--- src/hw/rtl/lstlm_pkg.sv ---
// Package for the LFO step timer light mixer: widths, codes, register
// reset values and the shared types. No dependencies.
package lstlm_pkg;

	localparam int MAX_STEPS_PER_TICK = 4;
	localparam int TICK_INCREMENT     = 255;

	localparam int ACCUM_W   = 32;
	localparam int US_W      = 24;
	localparam int STEP_W    = 8;
	localparam int SAMPLE_W  = 8;
	localparam int WEIGHT_W  = 6;
	localparam int OP_W      = 2;
	localparam int CFG_IDX_W = 3;
	localparam int CFG_DAT_W = 24;
	localparam int STORE_DEPTH = 1 << STEP_W;
	localparam int STEP_CNT_W  = $clog2(MAX_STEPS_PER_TICK + 1);

	localparam int MUL_X_W = 11;
	localparam int MUL_Y_W = 7;
	localparam int PROD_W  = MUL_X_W + MUL_Y_W;
	localparam int FRAC_W  = 5;
	localparam int MAC_W   = PROD_W - FRAC_W;

	localparam int WEIGHT_ONE = 32;
	localparam int FULL_LEVEL = 255;
	localparam int US_TO_TICK_SHIFT = 3;
	localparam int HALF_BIT = STEP_W - 1;

	localparam logic [US_W-1:0]     FIRST_HALF_RST  = 24'd784;
	localparam logic [US_W-1:0]     SECOND_HALF_RST = 24'd784;
	localparam logic [STEP_W-1:0]   PHASE_RST       = '0;
	localparam logic                INVERT_RST      = 1'b0;
	localparam logic [WEIGHT_W-1:0] HIGH_MIX_RST    = 6'd32;
	localparam logic [WEIGHT_W-1:0] LOW_MIX_RST     = 6'd32;
	localparam logic [SAMPLE_W-1:0] TARGET_RST      = '0;
	localparam logic [WEIGHT_W-1:0] DEPTH_RST       = 6'd32;

	typedef enum logic [OP_W-1:0] {
		OP_TICK     = 2'd0,
		OP_EXT_CLK  = 2'd1,
		OP_TABLE_WR = 2'd2,
		OP_UNUSED   = 2'd3
	} op_t;

	typedef enum logic [CFG_IDX_W-1:0] {
		REG_FIRST_HALF_US  = 3'd0,
		REG_SECOND_HALF_US = 3'd1,
		REG_PHASE_OFFSET   = 3'd2,
		REG_INVERT         = 3'd3,
		REG_HIGH_MIX       = 3'd4,
		REG_LOW_MIX        = 3'd5,
		REG_MIX_TARGET     = 3'd6,
		REG_DEPTH          = 3'd7
	} reg_idx_t;

	typedef struct packed {
		logic [US_W-1:0]     first_half_us;
		logic [US_W-1:0]     second_half_us;
		logic [STEP_W-1:0]   phase_offset;
		logic                invert;
		logic [WEIGHT_W-1:0] high_mix;
		logic [WEIGHT_W-1:0] low_mix;
		logic [SAMPLE_W-1:0] mix_target;
		logic [WEIGHT_W-1:0] depth;
	} cfg_t;

	typedef struct packed {
		logic en;
		logic clear;
	} alu_ctrl_t;

	typedef logic signed [MUL_X_W-1:0] mul_x_t;
	typedef logic signed [MUL_Y_W-1:0] mul_y_t;
	typedef logic signed [MAC_W-1:0]   mac_t;

endpackage

--- src/hw/rtl/lstlm_if.sv ---
// Channel interfaces of the LFO step timer light mixer: command, light
// result and configuration write. Depends on lstlm_pkg.
interface lstlm_cmd_if;
	logic                             valid;
	logic                             ready;
	logic [lstlm_pkg::OP_W-1:0]       op;
	logic [lstlm_pkg::STEP_W-1:0]     table_address;
	logic [lstlm_pkg::SAMPLE_W-1:0]   table_value;
	modport source (output valid, output op, output table_address, output table_value,
		input ready);
	modport sink (input valid, input op, input table_address, input table_value,
		output ready);
endinterface

interface lstlm_light_if;
	logic                           valid;
	logic                           ready;
	logic [lstlm_pkg::STEP_W-1:0]   step_index;
	logic [lstlm_pkg::SAMPLE_W-1:0] high_light;
	logic [lstlm_pkg::SAMPLE_W-1:0] low_light;
	logic                           last;
	modport source (output valid, output step_index, output high_light, output low_light,
		output last, input ready);
	modport sink (input valid, input step_index, input high_light, input low_light,
		input last, output ready);
endinterface

interface lstlm_cfg_if;
	logic                            valid;
	logic                            ready;
	logic [lstlm_pkg::CFG_IDX_W-1:0] index;
	logic [lstlm_pkg::CFG_DAT_W-1:0] data;
	modport source (output valid, output index, output data, input ready);
	modport sink (input valid, input index, input data, output ready);
endinterface

--- src/hw/rtl/lstlm_cfg_regs.sv ---
// Configuration register file of the LFO step timer light mixer.
// Depends on lstlm_pkg and lstlm_cfg_if.
module lstlm_cfg_regs (
	input  logic              clk,
	input  logic              arst_n,
	lstlm_cfg_if.sink         cfg,
	output lstlm_pkg::cfg_t   regs
);

	lstlm_pkg::cfg_t regs_q;

	assign cfg.ready = 1'b1;
	assign regs = regs_q;

	always_ff @(posedge clk or negedge arst_n) begin
		if (!arst_n) begin
			regs_q.first_half_us  <= lstlm_pkg::FIRST_HALF_RST;
			regs_q.second_half_us <= lstlm_pkg::SECOND_HALF_RST;
			regs_q.phase_offset   <= lstlm_pkg::PHASE_RST;
			regs_q.invert         <= lstlm_pkg::INVERT_RST;
			regs_q.high_mix       <= lstlm_pkg::HIGH_MIX_RST;
			regs_q.low_mix        <= lstlm_pkg::LOW_MIX_RST;
			regs_q.mix_target     <= lstlm_pkg::TARGET_RST;
			regs_q.depth          <= lstlm_pkg::DEPTH_RST;
		end else if (cfg.valid) begin
			unique case (lstlm_pkg::reg_idx_t'(cfg.index))
				lstlm_pkg::REG_FIRST_HALF_US:  regs_q.first_half_us  <= cfg.data;
				lstlm_pkg::REG_SECOND_HALF_US: regs_q.second_half_us <= cfg.data;
				lstlm_pkg::REG_PHASE_OFFSET:
					regs_q.phase_offset <= cfg.data[lstlm_pkg::STEP_W-1:0];
				lstlm_pkg::REG_INVERT:         regs_q.invert <= cfg.data[0];
				lstlm_pkg::REG_HIGH_MIX:
					regs_q.high_mix <= cfg.data[lstlm_pkg::WEIGHT_W-1:0];
				lstlm_pkg::REG_LOW_MIX:
					regs_q.low_mix <= cfg.data[lstlm_pkg::WEIGHT_W-1:0];
				lstlm_pkg::REG_MIX_TARGET:
					regs_q.mix_target <= cfg.data[lstlm_pkg::SAMPLE_W-1:0];
				lstlm_pkg::REG_DEPTH:
					regs_q.depth <= cfg.data[lstlm_pkg::WEIGHT_W-1:0];
				default: ;
			endcase
		end
	end

endmodule

--- src/hw/rtl/lstlm_alu.sv ---
// Shared signed multiply-accumulate unit: acc += trunc(x*y / 32), or
// acc = trunc(x*y / 32) when clear is set. Depends on lstlm_pkg.
module lstlm_alu (
	input  logic                  clk,
	input  lstlm_pkg::alu_ctrl_t  ctrl,
	input  lstlm_pkg::mul_x_t     x,
	input  lstlm_pkg::mul_y_t     y,
	output lstlm_pkg::mac_t       acc
);

	logic signed [lstlm_pkg::PROD_W-1:0] prod;
	logic        [lstlm_pkg::PROD_W-1:0] prod_adj;
	lstlm_pkg::mac_t                     quot;
	lstlm_pkg::mac_t                     base;
	lstlm_pkg::mac_t                     acc_q;

	// truncate toward zero: bias negative products by 31 before the shift
	always_comb begin
		prod     = x * y;
		prod_adj = prod + {{(lstlm_pkg::PROD_W - lstlm_pkg::FRAC_W){1'b0}},
			{lstlm_pkg::FRAC_W{prod[lstlm_pkg::PROD_W-1]}}};
		quot     = prod_adj[lstlm_pkg::PROD_W-1:lstlm_pkg::FRAC_W];
		base     = ctrl.clear ? '0 : acc_q;
	end

	always_ff @(posedge clk) begin
		if (ctrl.en) begin
			acc_q <= base + quot;
		end
	end

	assign acc = acc_q;

endmodule

--- src/hw/rtl/lfo_step_timer_light_mixer.sv ---
// LFO step timer light mixer, top level: sequencer, tick accumulator,
// waveform store and result register. Depends on lstlm_pkg, lstlm_if,
// lstlm_cfg_regs and lstlm_alu.
//
// A table write is done as the command is accepted in S_IDLE. An external
// clock step passes S_RDH, S_RDL, S_MIX and S_EMIT before its light request
// is offered; a timer tick passes S_CHECK and then makes up to 4 such steps.
// Each step reads the single-port waveform store in S_RDH and S_RDL, then
// uses the shared multiply-accumulate unit in S_MIX, four products per light
// level. The command channel is ready only between items; a finished light
// request waits in the output register while the next command is accepted.
module lfo_step_timer_light_mixer (
	input  logic          clk,
	input  logic          arst_n,
	lstlm_cmd_if.sink     cmd,
	lstlm_light_if.source light,
	lstlm_cfg_if.sink     cfg
);

	typedef enum logic [2:0] {
		S_IDLE,
		S_CHECK,
		S_RDH,
		S_RDL,
		S_MIX,
		S_EMIT
	} state_t;

	state_t                               state_q;
	logic [lstlm_pkg::ACCUM_W-1:0]        tick_acc_q;
	logic [lstlm_pkg::STEP_W-1:0]         step_q;
	logic [lstlm_pkg::STEP_CNT_W-1:0]     nsteps_q;
	logic                                 ext_q;
	logic [2:0]                           phase_q;
	logic [lstlm_pkg::SAMPLE_W-1:0]       high_q;

	logic                                 out_valid_q;
	logic [lstlm_pkg::STEP_W-1:0]         out_step_q;
	logic [lstlm_pkg::SAMPLE_W-1:0]       out_high_q;
	logic [lstlm_pkg::SAMPLE_W-1:0]       out_low_q;
	logic                                 out_last_q;

	logic [lstlm_pkg::SAMPLE_W-1:0]       store [lstlm_pkg::STORE_DEPTH];
	logic [lstlm_pkg::SAMPLE_W-1:0]       samp_hi_q;
	logic [lstlm_pkg::SAMPLE_W-1:0]       samp_lo_q;

	lstlm_pkg::cfg_t                      regs;
	lstlm_pkg::alu_ctrl_t                 alu_ctrl;
	lstlm_pkg::mul_x_t                    alu_x;
	lstlm_pkg::mul_y_t                    alu_y;
	lstlm_pkg::mac_t                      alu_acc;

	logic                                 cmd_take;
	logic [lstlm_pkg::ACCUM_W:0]          sat_sum;
	logic [lstlm_pkg::ACCUM_W-1:0]        acc_inc;
	logic [lstlm_pkg::STEP_W-1:0]         iv_step;
	logic [lstlm_pkg::US_W-1:0]           us;
	logic [lstlm_pkg::ACCUM_W-1:0]        interval;
	logic [lstlm_pkg::ACCUM_W:0]          diff;
	logic                                 acc_ge;
	logic                                 more;
	logic                                 out_free;
	logic [lstlm_pkg::STEP_W-1:0]         rd_hi_addr;
	logic [lstlm_pkg::SAMPLE_W-1:0]       samp_sel;
	logic [lstlm_pkg::WEIGHT_W-1:0]       mix_sel;

	lstlm_cfg_regs u_cfg (
		.clk    (clk),
		.arst_n (arst_n),
		.cfg    (cfg),
		.regs   (regs)
	);

	lstlm_alu u_alu (
		.clk  (clk),
		.ctrl (alu_ctrl),
		.x    (alu_x),
		.y    (alu_y),
		.acc  (alu_acc)
	);

	assign cmd.ready = (state_q == S_IDLE);
	assign cmd_take  = cmd.valid && cmd.ready;
	assign out_free  = !out_valid_q || light.ready;

	assign light.valid      = out_valid_q;
	assign light.step_index = out_step_q;
	assign light.high_light = out_high_q;
	assign light.low_light  = out_low_q;
	assign light.last       = out_last_q;

	// saturating tick add
	always_comb begin
		sat_sum = {1'b0, tick_acc_q} + (lstlm_pkg::ACCUM_W + 1)'(lstlm_pkg::TICK_INCREMENT);
		acc_inc = sat_sum[lstlm_pkg::ACCUM_W] ? '1 : sat_sum[lstlm_pkg::ACCUM_W-1:0];
	end

	// shared interval compare/subtract; in S_EMIT it looks at the next step
	always_comb begin
		iv_step  = (state_q == S_EMIT) ? step_q + 1'b1 : step_q;
		us       = iv_step[lstlm_pkg::HALF_BIT] ? regs.second_half_us : regs.first_half_us;
		if (us == '0) begin
			us = lstlm_pkg::US_W'(1);
		end
		interval = lstlm_pkg::ACCUM_W'({us, {lstlm_pkg::US_TO_TICK_SHIFT{1'b0}}});
		diff     = {1'b0, tick_acc_q} - {1'b0, interval};
		acc_ge   = !diff[lstlm_pkg::ACCUM_W];
		more     = !ext_q && acc_ge &&
			(nsteps_q < lstlm_pkg::STEP_CNT_W'(lstlm_pkg::MAX_STEPS_PER_TICK));
	end

	// ALU operand schedule: per band s*m, t*(32-m), a*d, 255*(32-d)
	always_comb begin
		samp_sel = phase_q[2] ? samp_lo_q : samp_hi_q;
		if (regs.invert) begin
			samp_sel = ~samp_sel;
		end
		mix_sel        = phase_q[2] ? regs.low_mix : regs.high_mix;
		alu_ctrl.en    = (state_q == S_MIX);
		alu_ctrl.clear = !phase_q[0];
		unique case (phase_q[1:0])
			2'd0: begin
				alu_x = lstlm_pkg::mul_x_t'(samp_sel);
				alu_y = lstlm_pkg::mul_y_t'(mix_sel);
			end
			2'd1: begin
				alu_x = lstlm_pkg::mul_x_t'(regs.mix_target);
				alu_y = lstlm_pkg::mul_y_t'(lstlm_pkg::WEIGHT_ONE) -
					lstlm_pkg::mul_y_t'(mix_sel);
			end
			2'd2: begin
				alu_x = lstlm_pkg::mul_x_t'(alu_acc);
				alu_y = lstlm_pkg::mul_y_t'(regs.depth);
			end
			2'd3: begin
				alu_x = lstlm_pkg::mul_x_t'(lstlm_pkg::FULL_LEVEL);
				alu_y = lstlm_pkg::mul_y_t'(lstlm_pkg::WEIGHT_ONE) -
					lstlm_pkg::mul_y_t'(regs.depth);
			end
			default: begin
				alu_x = '0;
				alu_y = '0;
			end
		endcase
	end

	assign rd_hi_addr = step_q + regs.phase_offset;

	always_ff @(posedge clk) begin
		if (cmd_take && lstlm_pkg::op_t'(cmd.op) == lstlm_pkg::OP_TABLE_WR) begin
			store[cmd.table_address] <= cmd.table_value;
		end
		if (state_q == S_RDH) begin
			samp_hi_q <= store[rd_hi_addr];
		end
		if (state_q == S_RDL) begin
			samp_lo_q <= store[step_q];
		end
	end

	always_ff @(posedge clk or negedge arst_n) begin
		if (!arst_n) begin
			state_q     <= S_IDLE;
			tick_acc_q  <= '0;
			step_q      <= '0;
			nsteps_q    <= '0;
			ext_q       <= 1'b0;
			phase_q     <= '0;
			out_valid_q <= 1'b0;
		end else begin
			if (state_q == S_EMIT && out_free) begin
				out_valid_q <= 1'b1;
			end else if (light.ready) begin
				out_valid_q <= 1'b0;
			end
			unique case (state_q)
				S_IDLE: begin
					if (cmd_take) begin
						unique case (lstlm_pkg::op_t'(cmd.op))
							lstlm_pkg::OP_TICK: begin
								tick_acc_q <= acc_inc;
								ext_q      <= 1'b0;
								state_q    <= S_CHECK;
							end
							lstlm_pkg::OP_EXT_CLK: begin
								ext_q    <= 1'b1;
								nsteps_q <= lstlm_pkg::STEP_CNT_W'(1);
								state_q  <= S_RDH;
							end
							lstlm_pkg::OP_TABLE_WR: ;
							lstlm_pkg::OP_UNUSED: ;
							default: ;
						endcase
					end
				end
				S_CHECK: begin
					if (acc_ge) begin
						tick_acc_q <= diff[lstlm_pkg::ACCUM_W-1:0];
						nsteps_q   <= lstlm_pkg::STEP_CNT_W'(1);
						state_q    <= S_RDH;
					end else begin
						state_q <= S_IDLE;
					end
				end
				S_RDH: begin
					state_q <= S_RDL;
				end
				S_RDL: begin
					phase_q <= '0;
					state_q <= S_MIX;
				end
				S_MIX: begin
					if (phase_q == 3'd4) begin
						high_q <= alu_acc[lstlm_pkg::SAMPLE_W-1:0];
					end
					phase_q <= phase_q + 1'b1;
					if (phase_q == 3'd7) begin
						state_q <= S_EMIT;
					end
				end
				S_EMIT: begin
					if (out_free) begin
						out_step_q  <= step_q;
						out_high_q  <= high_q;
						out_low_q   <= alu_acc[lstlm_pkg::SAMPLE_W-1:0];
						out_last_q  <= !more;
						step_q      <= step_q + 1'b1;
						if (more) begin
							tick_acc_q <= diff[lstlm_pkg::ACCUM_W-1:0];
							nsteps_q   <= nsteps_q + 1'b1;
							state_q    <= S_RDH;
						end else begin
							state_q <= S_IDLE;
						end
					end
				end
				default: state_q <= S_IDLE;
			endcase
		end
	end

endmodule

--- src/flat_wrapper.sv ---
// flat-port wrapper written by rule: the top's interface ports become plain ports
module lfo_step_timer_light_mixer_flat 
  (clk, arst_n, cmd_valid, cmd_op, cmd_table_address, cmd_table_value, cmd_ready, light_valid, light_step_index, light_high_light, light_low_light, light_last, light_ready, cfg_valid, cfg_index, cfg_data, cfg_ready);
  lstlm_cmd_if cmd_i ();
  lstlm_light_if light_i ();
  lstlm_cfg_if cfg_i ();
  input  logic clk;
  input  logic arst_n;
  input wire logic [$bits(cmd_i.valid)-1:0] cmd_valid;
  input wire logic [$bits(cmd_i.op)-1:0] cmd_op;
  input wire logic [$bits(cmd_i.table_address)-1:0] cmd_table_address;
  input wire logic [$bits(cmd_i.table_value)-1:0] cmd_table_value;
  output wire logic [$bits(cmd_i.ready)-1:0] cmd_ready;
  output wire logic [$bits(light_i.valid)-1:0] light_valid;
  output wire logic [$bits(light_i.step_index)-1:0] light_step_index;
  output wire logic [$bits(light_i.high_light)-1:0] light_high_light;
  output wire logic [$bits(light_i.low_light)-1:0] light_low_light;
  output wire logic [$bits(light_i.last)-1:0] light_last;
  input wire logic [$bits(light_i.ready)-1:0] light_ready;
  input wire logic [$bits(cfg_i.valid)-1:0] cfg_valid;
  input wire logic [$bits(cfg_i.index)-1:0] cfg_index;
  input wire logic [$bits(cfg_i.data)-1:0] cfg_data;
  output wire logic [$bits(cfg_i.ready)-1:0] cfg_ready;
  assign cmd_i.valid = cmd_valid;
  assign cmd_i.op = cmd_op;
  assign cmd_i.table_address = cmd_table_address;
  assign cmd_i.table_value = cmd_table_value;
  assign cmd_ready = cmd_i.ready;
  assign light_valid = light_i.valid;
  assign light_step_index = light_i.step_index;
  assign light_high_light = light_i.high_light;
  assign light_low_light = light_i.low_light;
  assign light_last = light_i.last;
  assign light_i.ready = light_ready;
  assign cfg_i.valid = cfg_valid;
  assign cfg_i.index = cfg_index;
  assign cfg_i.data = cfg_data;
  assign cfg_ready = cfg_i.ready;
  lfo_step_timer_light_mixer u_core (.clk(clk), .arst_n(arst_n), .cmd(cmd_i), .light(light_i), .cfg(cfg_i));
endmodule
--- config.mk ---
export PLATFORM = sky130hd
export DESIGN_NAME = lfo_step_timer_light_mixer_flat
export DESIGN_NICKNAME = d
export VERILOG_FILES = /design/src/hw/rtl/lstlm_pkg.sv /design/src/hw/rtl/lstlm_if.sv /design/src/hw/rtl/lstlm_cfg_regs.sv /design/src/hw/rtl/lstlm_alu.sv /design/src/hw/rtl/lfo_step_timer_light_mixer.sv /design/src/flat_wrapper.sv
export SDC_FILE = /design/constraint.sdc
export NUM_CORES = 2
export LEC_CHECK = 0
export BUFFER_PORTS_ARGS = -buffer_cell sky130_fd_sc_hd__buf_2
export CORE_UTILIZATION = 30
export DETAILED_ROUTE_END_ITERATION = 10
export GPL_TIMING_DRIVEN = 0
export RECOVER_POWER = 50
export SLEW_MARGIN = 20
export SYNTH_ARGS = -nofsm -noshare
export SYNTH_HDL_FRONTEND = slang
export SYNTH_SLANG_ARGS = --single-unit
--- constraint.sdc ---
create_clock -name clk -period 12.1 [get_ports clk]
set_input_delay 2.42 -clock clk [delete_from_list [all_inputs] [get_ports clk]]
set_output_delay 2.42 -clock clk [all_outputs]
set_load 0.01 [all_outputs]
==> summary.txt <==
final hold violation count = 0
Remaining Overflow, GRT = 0
clock buffer depth = 4
Layout area overhead = 13.6%
Setup TNS Final = 0 ns
Inserted Clock Buffers = 232
HP Class = reg2reg
synth cell count leaders = 2,108 x edfxtp_1, 1,312 x mux4_2, 376 x nor2_1
Vias/cell = 5.92
PortBufs = 74
Routability Congestion = 0.999
endpoint type of the worst setup path = flip-flop
Yosys warning count = 0
starting density of the core = 0.302
leak pwr = 38.7 nW
Post-Layout Cell Count = 10,900
worst vdd ir = 0.568 mV
met1 wire length = 137,000 um
clock skew = 0.131 ns
total power = 0.0383 W
DP HPWL = 275,000 um
max-slew violation count = 1,915
CTS tree = yes
Rel. slew slack = -3.05
htree depth = 4
critical path type = in2reg
DRT Pass-1 Iters = 8
Clk Latency, worst-skew pair = 0.98 ns
Syn Nets = 5,738
drt wl/cell = 34.9 um
# Post-CTS Setup Buffers = 0
Synth async-reset ratio = 0.0598
Seq/Total Area, Yosys = 0.613
Final #Nets = 6,092
WL final = 380,000 um
cell area after synthesis = 109,000 um^2
Unique masters post-synth = 73
top_reg_cell synth = edfxtp_1
Tmin final = 10.68 ns
area leader, netlist = edfxtp_1
Tightest Pin Transition = 6.08 ns
Via Count = 64,400
antenna violations before repair = 31
WL met2 = 173,000 um
top sig layer = met5
# hold bufs at CTS = 0
Core Area = 360,000 um^2
Die X-Extent = 604 um
Post-synth EDFFs = 2,108
met3 wire len = 47,800 um
first-pass GRT wire length = 517,000 um
Resized Gates After CTS = 0
Place WS = 2.46 ns
clock transition at the registers of the reported paths = 0.06 ns
Synth Instances = 5,539
RSZ-0062 raised after global routing = no
Tot GR Track Use = 0.204
# setup viols final = 0
PD cells = 310 nW/um^2
die area = 365,000 um^2
vias in the first global route = 63,600
placed cell count = 10,400
syn avg cell area = 19.6 um^2
post-synth top area share = 0.582
FP Rows = 220
status = finished, violations left
main area contributors after synthesis = edfxtp_1 58%, mux4_2 27%, dfrtp_1 2.9%, nor2_1 1.3%, fa_1 1.2%
period utilization = 0.883
Routed Antenna Nets = 0
Root Buffer = clkbuf_16
drt initial violations = 10,300
violations in the final reports = capacitance limit, slew limit
Die Ht = 604 um
flops & latches, synth = 2,242
Max Cap Viol = 24
layout cells sized above 1 = 0.343
CP max FO = 96
fmax = 0.0936 GHz
Post-route DRC = 0
top-count cell post-synth = edfxtp_1
startpoint types = input port
# IOs = 78
worst path required time = 12.12 ns
Setup WS post-layout = 1.42 ns
largest net degree at the start of global routing = 130
WP data arrival = 10.70 ns
# fillers = 33,500
TritonCTS Sinks = 2,242
==> stage by stage <==
step           instance area [um^2]  hold slack, ns   util
2_1_floorplan                109000           0.400      -
3_3_place_gp                 115000           0.409  0.320
3_5_place_dp                 116000           0.411  0.324
4_1_cts                      124000           0.426  0.344
5_1_grt                      123000           0.432  0.343
6_report                     123000           0.425  0.343
==> critical path, cell delays in order <==
cell and delay (ns):
clkbuf_1 2.11, clkbuf_1 2.74, clkbuf_1 3.18
==> final cells by class <==
| type | count | area, um^2 | area share |
|---|---|---|---|
| Tap cell | 4773 | 5970 | 0.0484 |
| Antenna cell | 22 | 55.1 | 0.000446 |
| Timing Repair Buffer | 120 | 1170 | 0.00947 |
| Inverter | 118 | 443 | 0.00359 |
| Sequential cell | 2242 | 66700 | 0.540 |
| Clock inverter | 145 | 1420 | 0.0115 |
| Multi-Input combinational cell | 2795 | 40100 | 0.324 |
| Buffer | 384 | 1700 | 0.0138 |
| Clock buffer | 280 | 6010 | 0.0486 |
==> state kept, by name, summed over array words and instances (netlist names), 11 cells and up <==
signal and flops:
u_core.u_cfg.regs 83, u_core.tick_acc_q 32, u_core.store 2048, u_core.u_alu.acc 11
==> report_power, final <==
part | leakage, nW | internal, W | switching [W]
sequential | 20.5 | 0.00895 | 0.000166
clock | 3.62 | 0.00406 | 0.00318
combinational | 14.5 | 0.00898 | 0.0129
==> routing by layer <==
| layer | global-route usage | up-vias |
|---|---|---|
| li1 | - | 24300 |
| met1 | 0.254 | 34600 |
| met2 | 0.317 | 4504 |
| met3 | 0.0706 | 976 |
| met4 | 0.0971 | 22 |
| met5 | 0.00423 | - |
==> cells in the final DEF, fill, tap and decap left out, types with 31 or more instances in the layout <==
cell type     n
o21ai_0      65
mux4_2     1312
nor3_1       31
nor2b_1      39
ha_1         86
dfrtp_1     125
nor2_1      367
clkinv_1     49
buf_2       190
edfxtp_1   2108
fa_1         63
inv_1       117
clkbuf_16   233
mux2_2      106
clkbuf_2     73
buf_1        31
mux2i_1      76
a22oi_1      38
xnor2_1      51
clkinv_2     46
a21oi_1     108
nand2_1     124
clkbuf_1    223
==> path summary, 6_finish.rpt <==
kind | from | endpoint | slack, ns | cells after the start
max | cmd_table_value[6] | u_core.store[157][6] | 1.42 | 3
min | u_core.high_q[0] | u_core.light.high_light[0] | 0.42 | 0
max reg2reg | u_core.phase_q[2] | u_core.u_alu.acc[10] | 2.44 | 34
min reg2reg | u_core.high_q[0] | u_core.light.high_light[0] | 0.42 | 0
max in group asynchronous | arst_n | u_core.u_cfg.regs[3] | 3.83 | 2
min in group asynchronous | arst_n | u_core.tick_acc_q[4] | 2.34 | 1
==> kinds of logic (layout without fill, tap and decap cells) <==
kind of cell    count (synthesis)  count (layout)  synth area share
other cells                     1              23         0.0000345
xor+xnor                       76              76           0.00612
simple gates                  710             710            0.0290
compound gates                365             365            0.0215
mux                          1494            1494             0.290
fa+ha+maj                     149             149            0.0215
buf+inv                       502            1047            0.0187
flops                        2242            2242             0.613
Power figures use the tool's default switching activity.
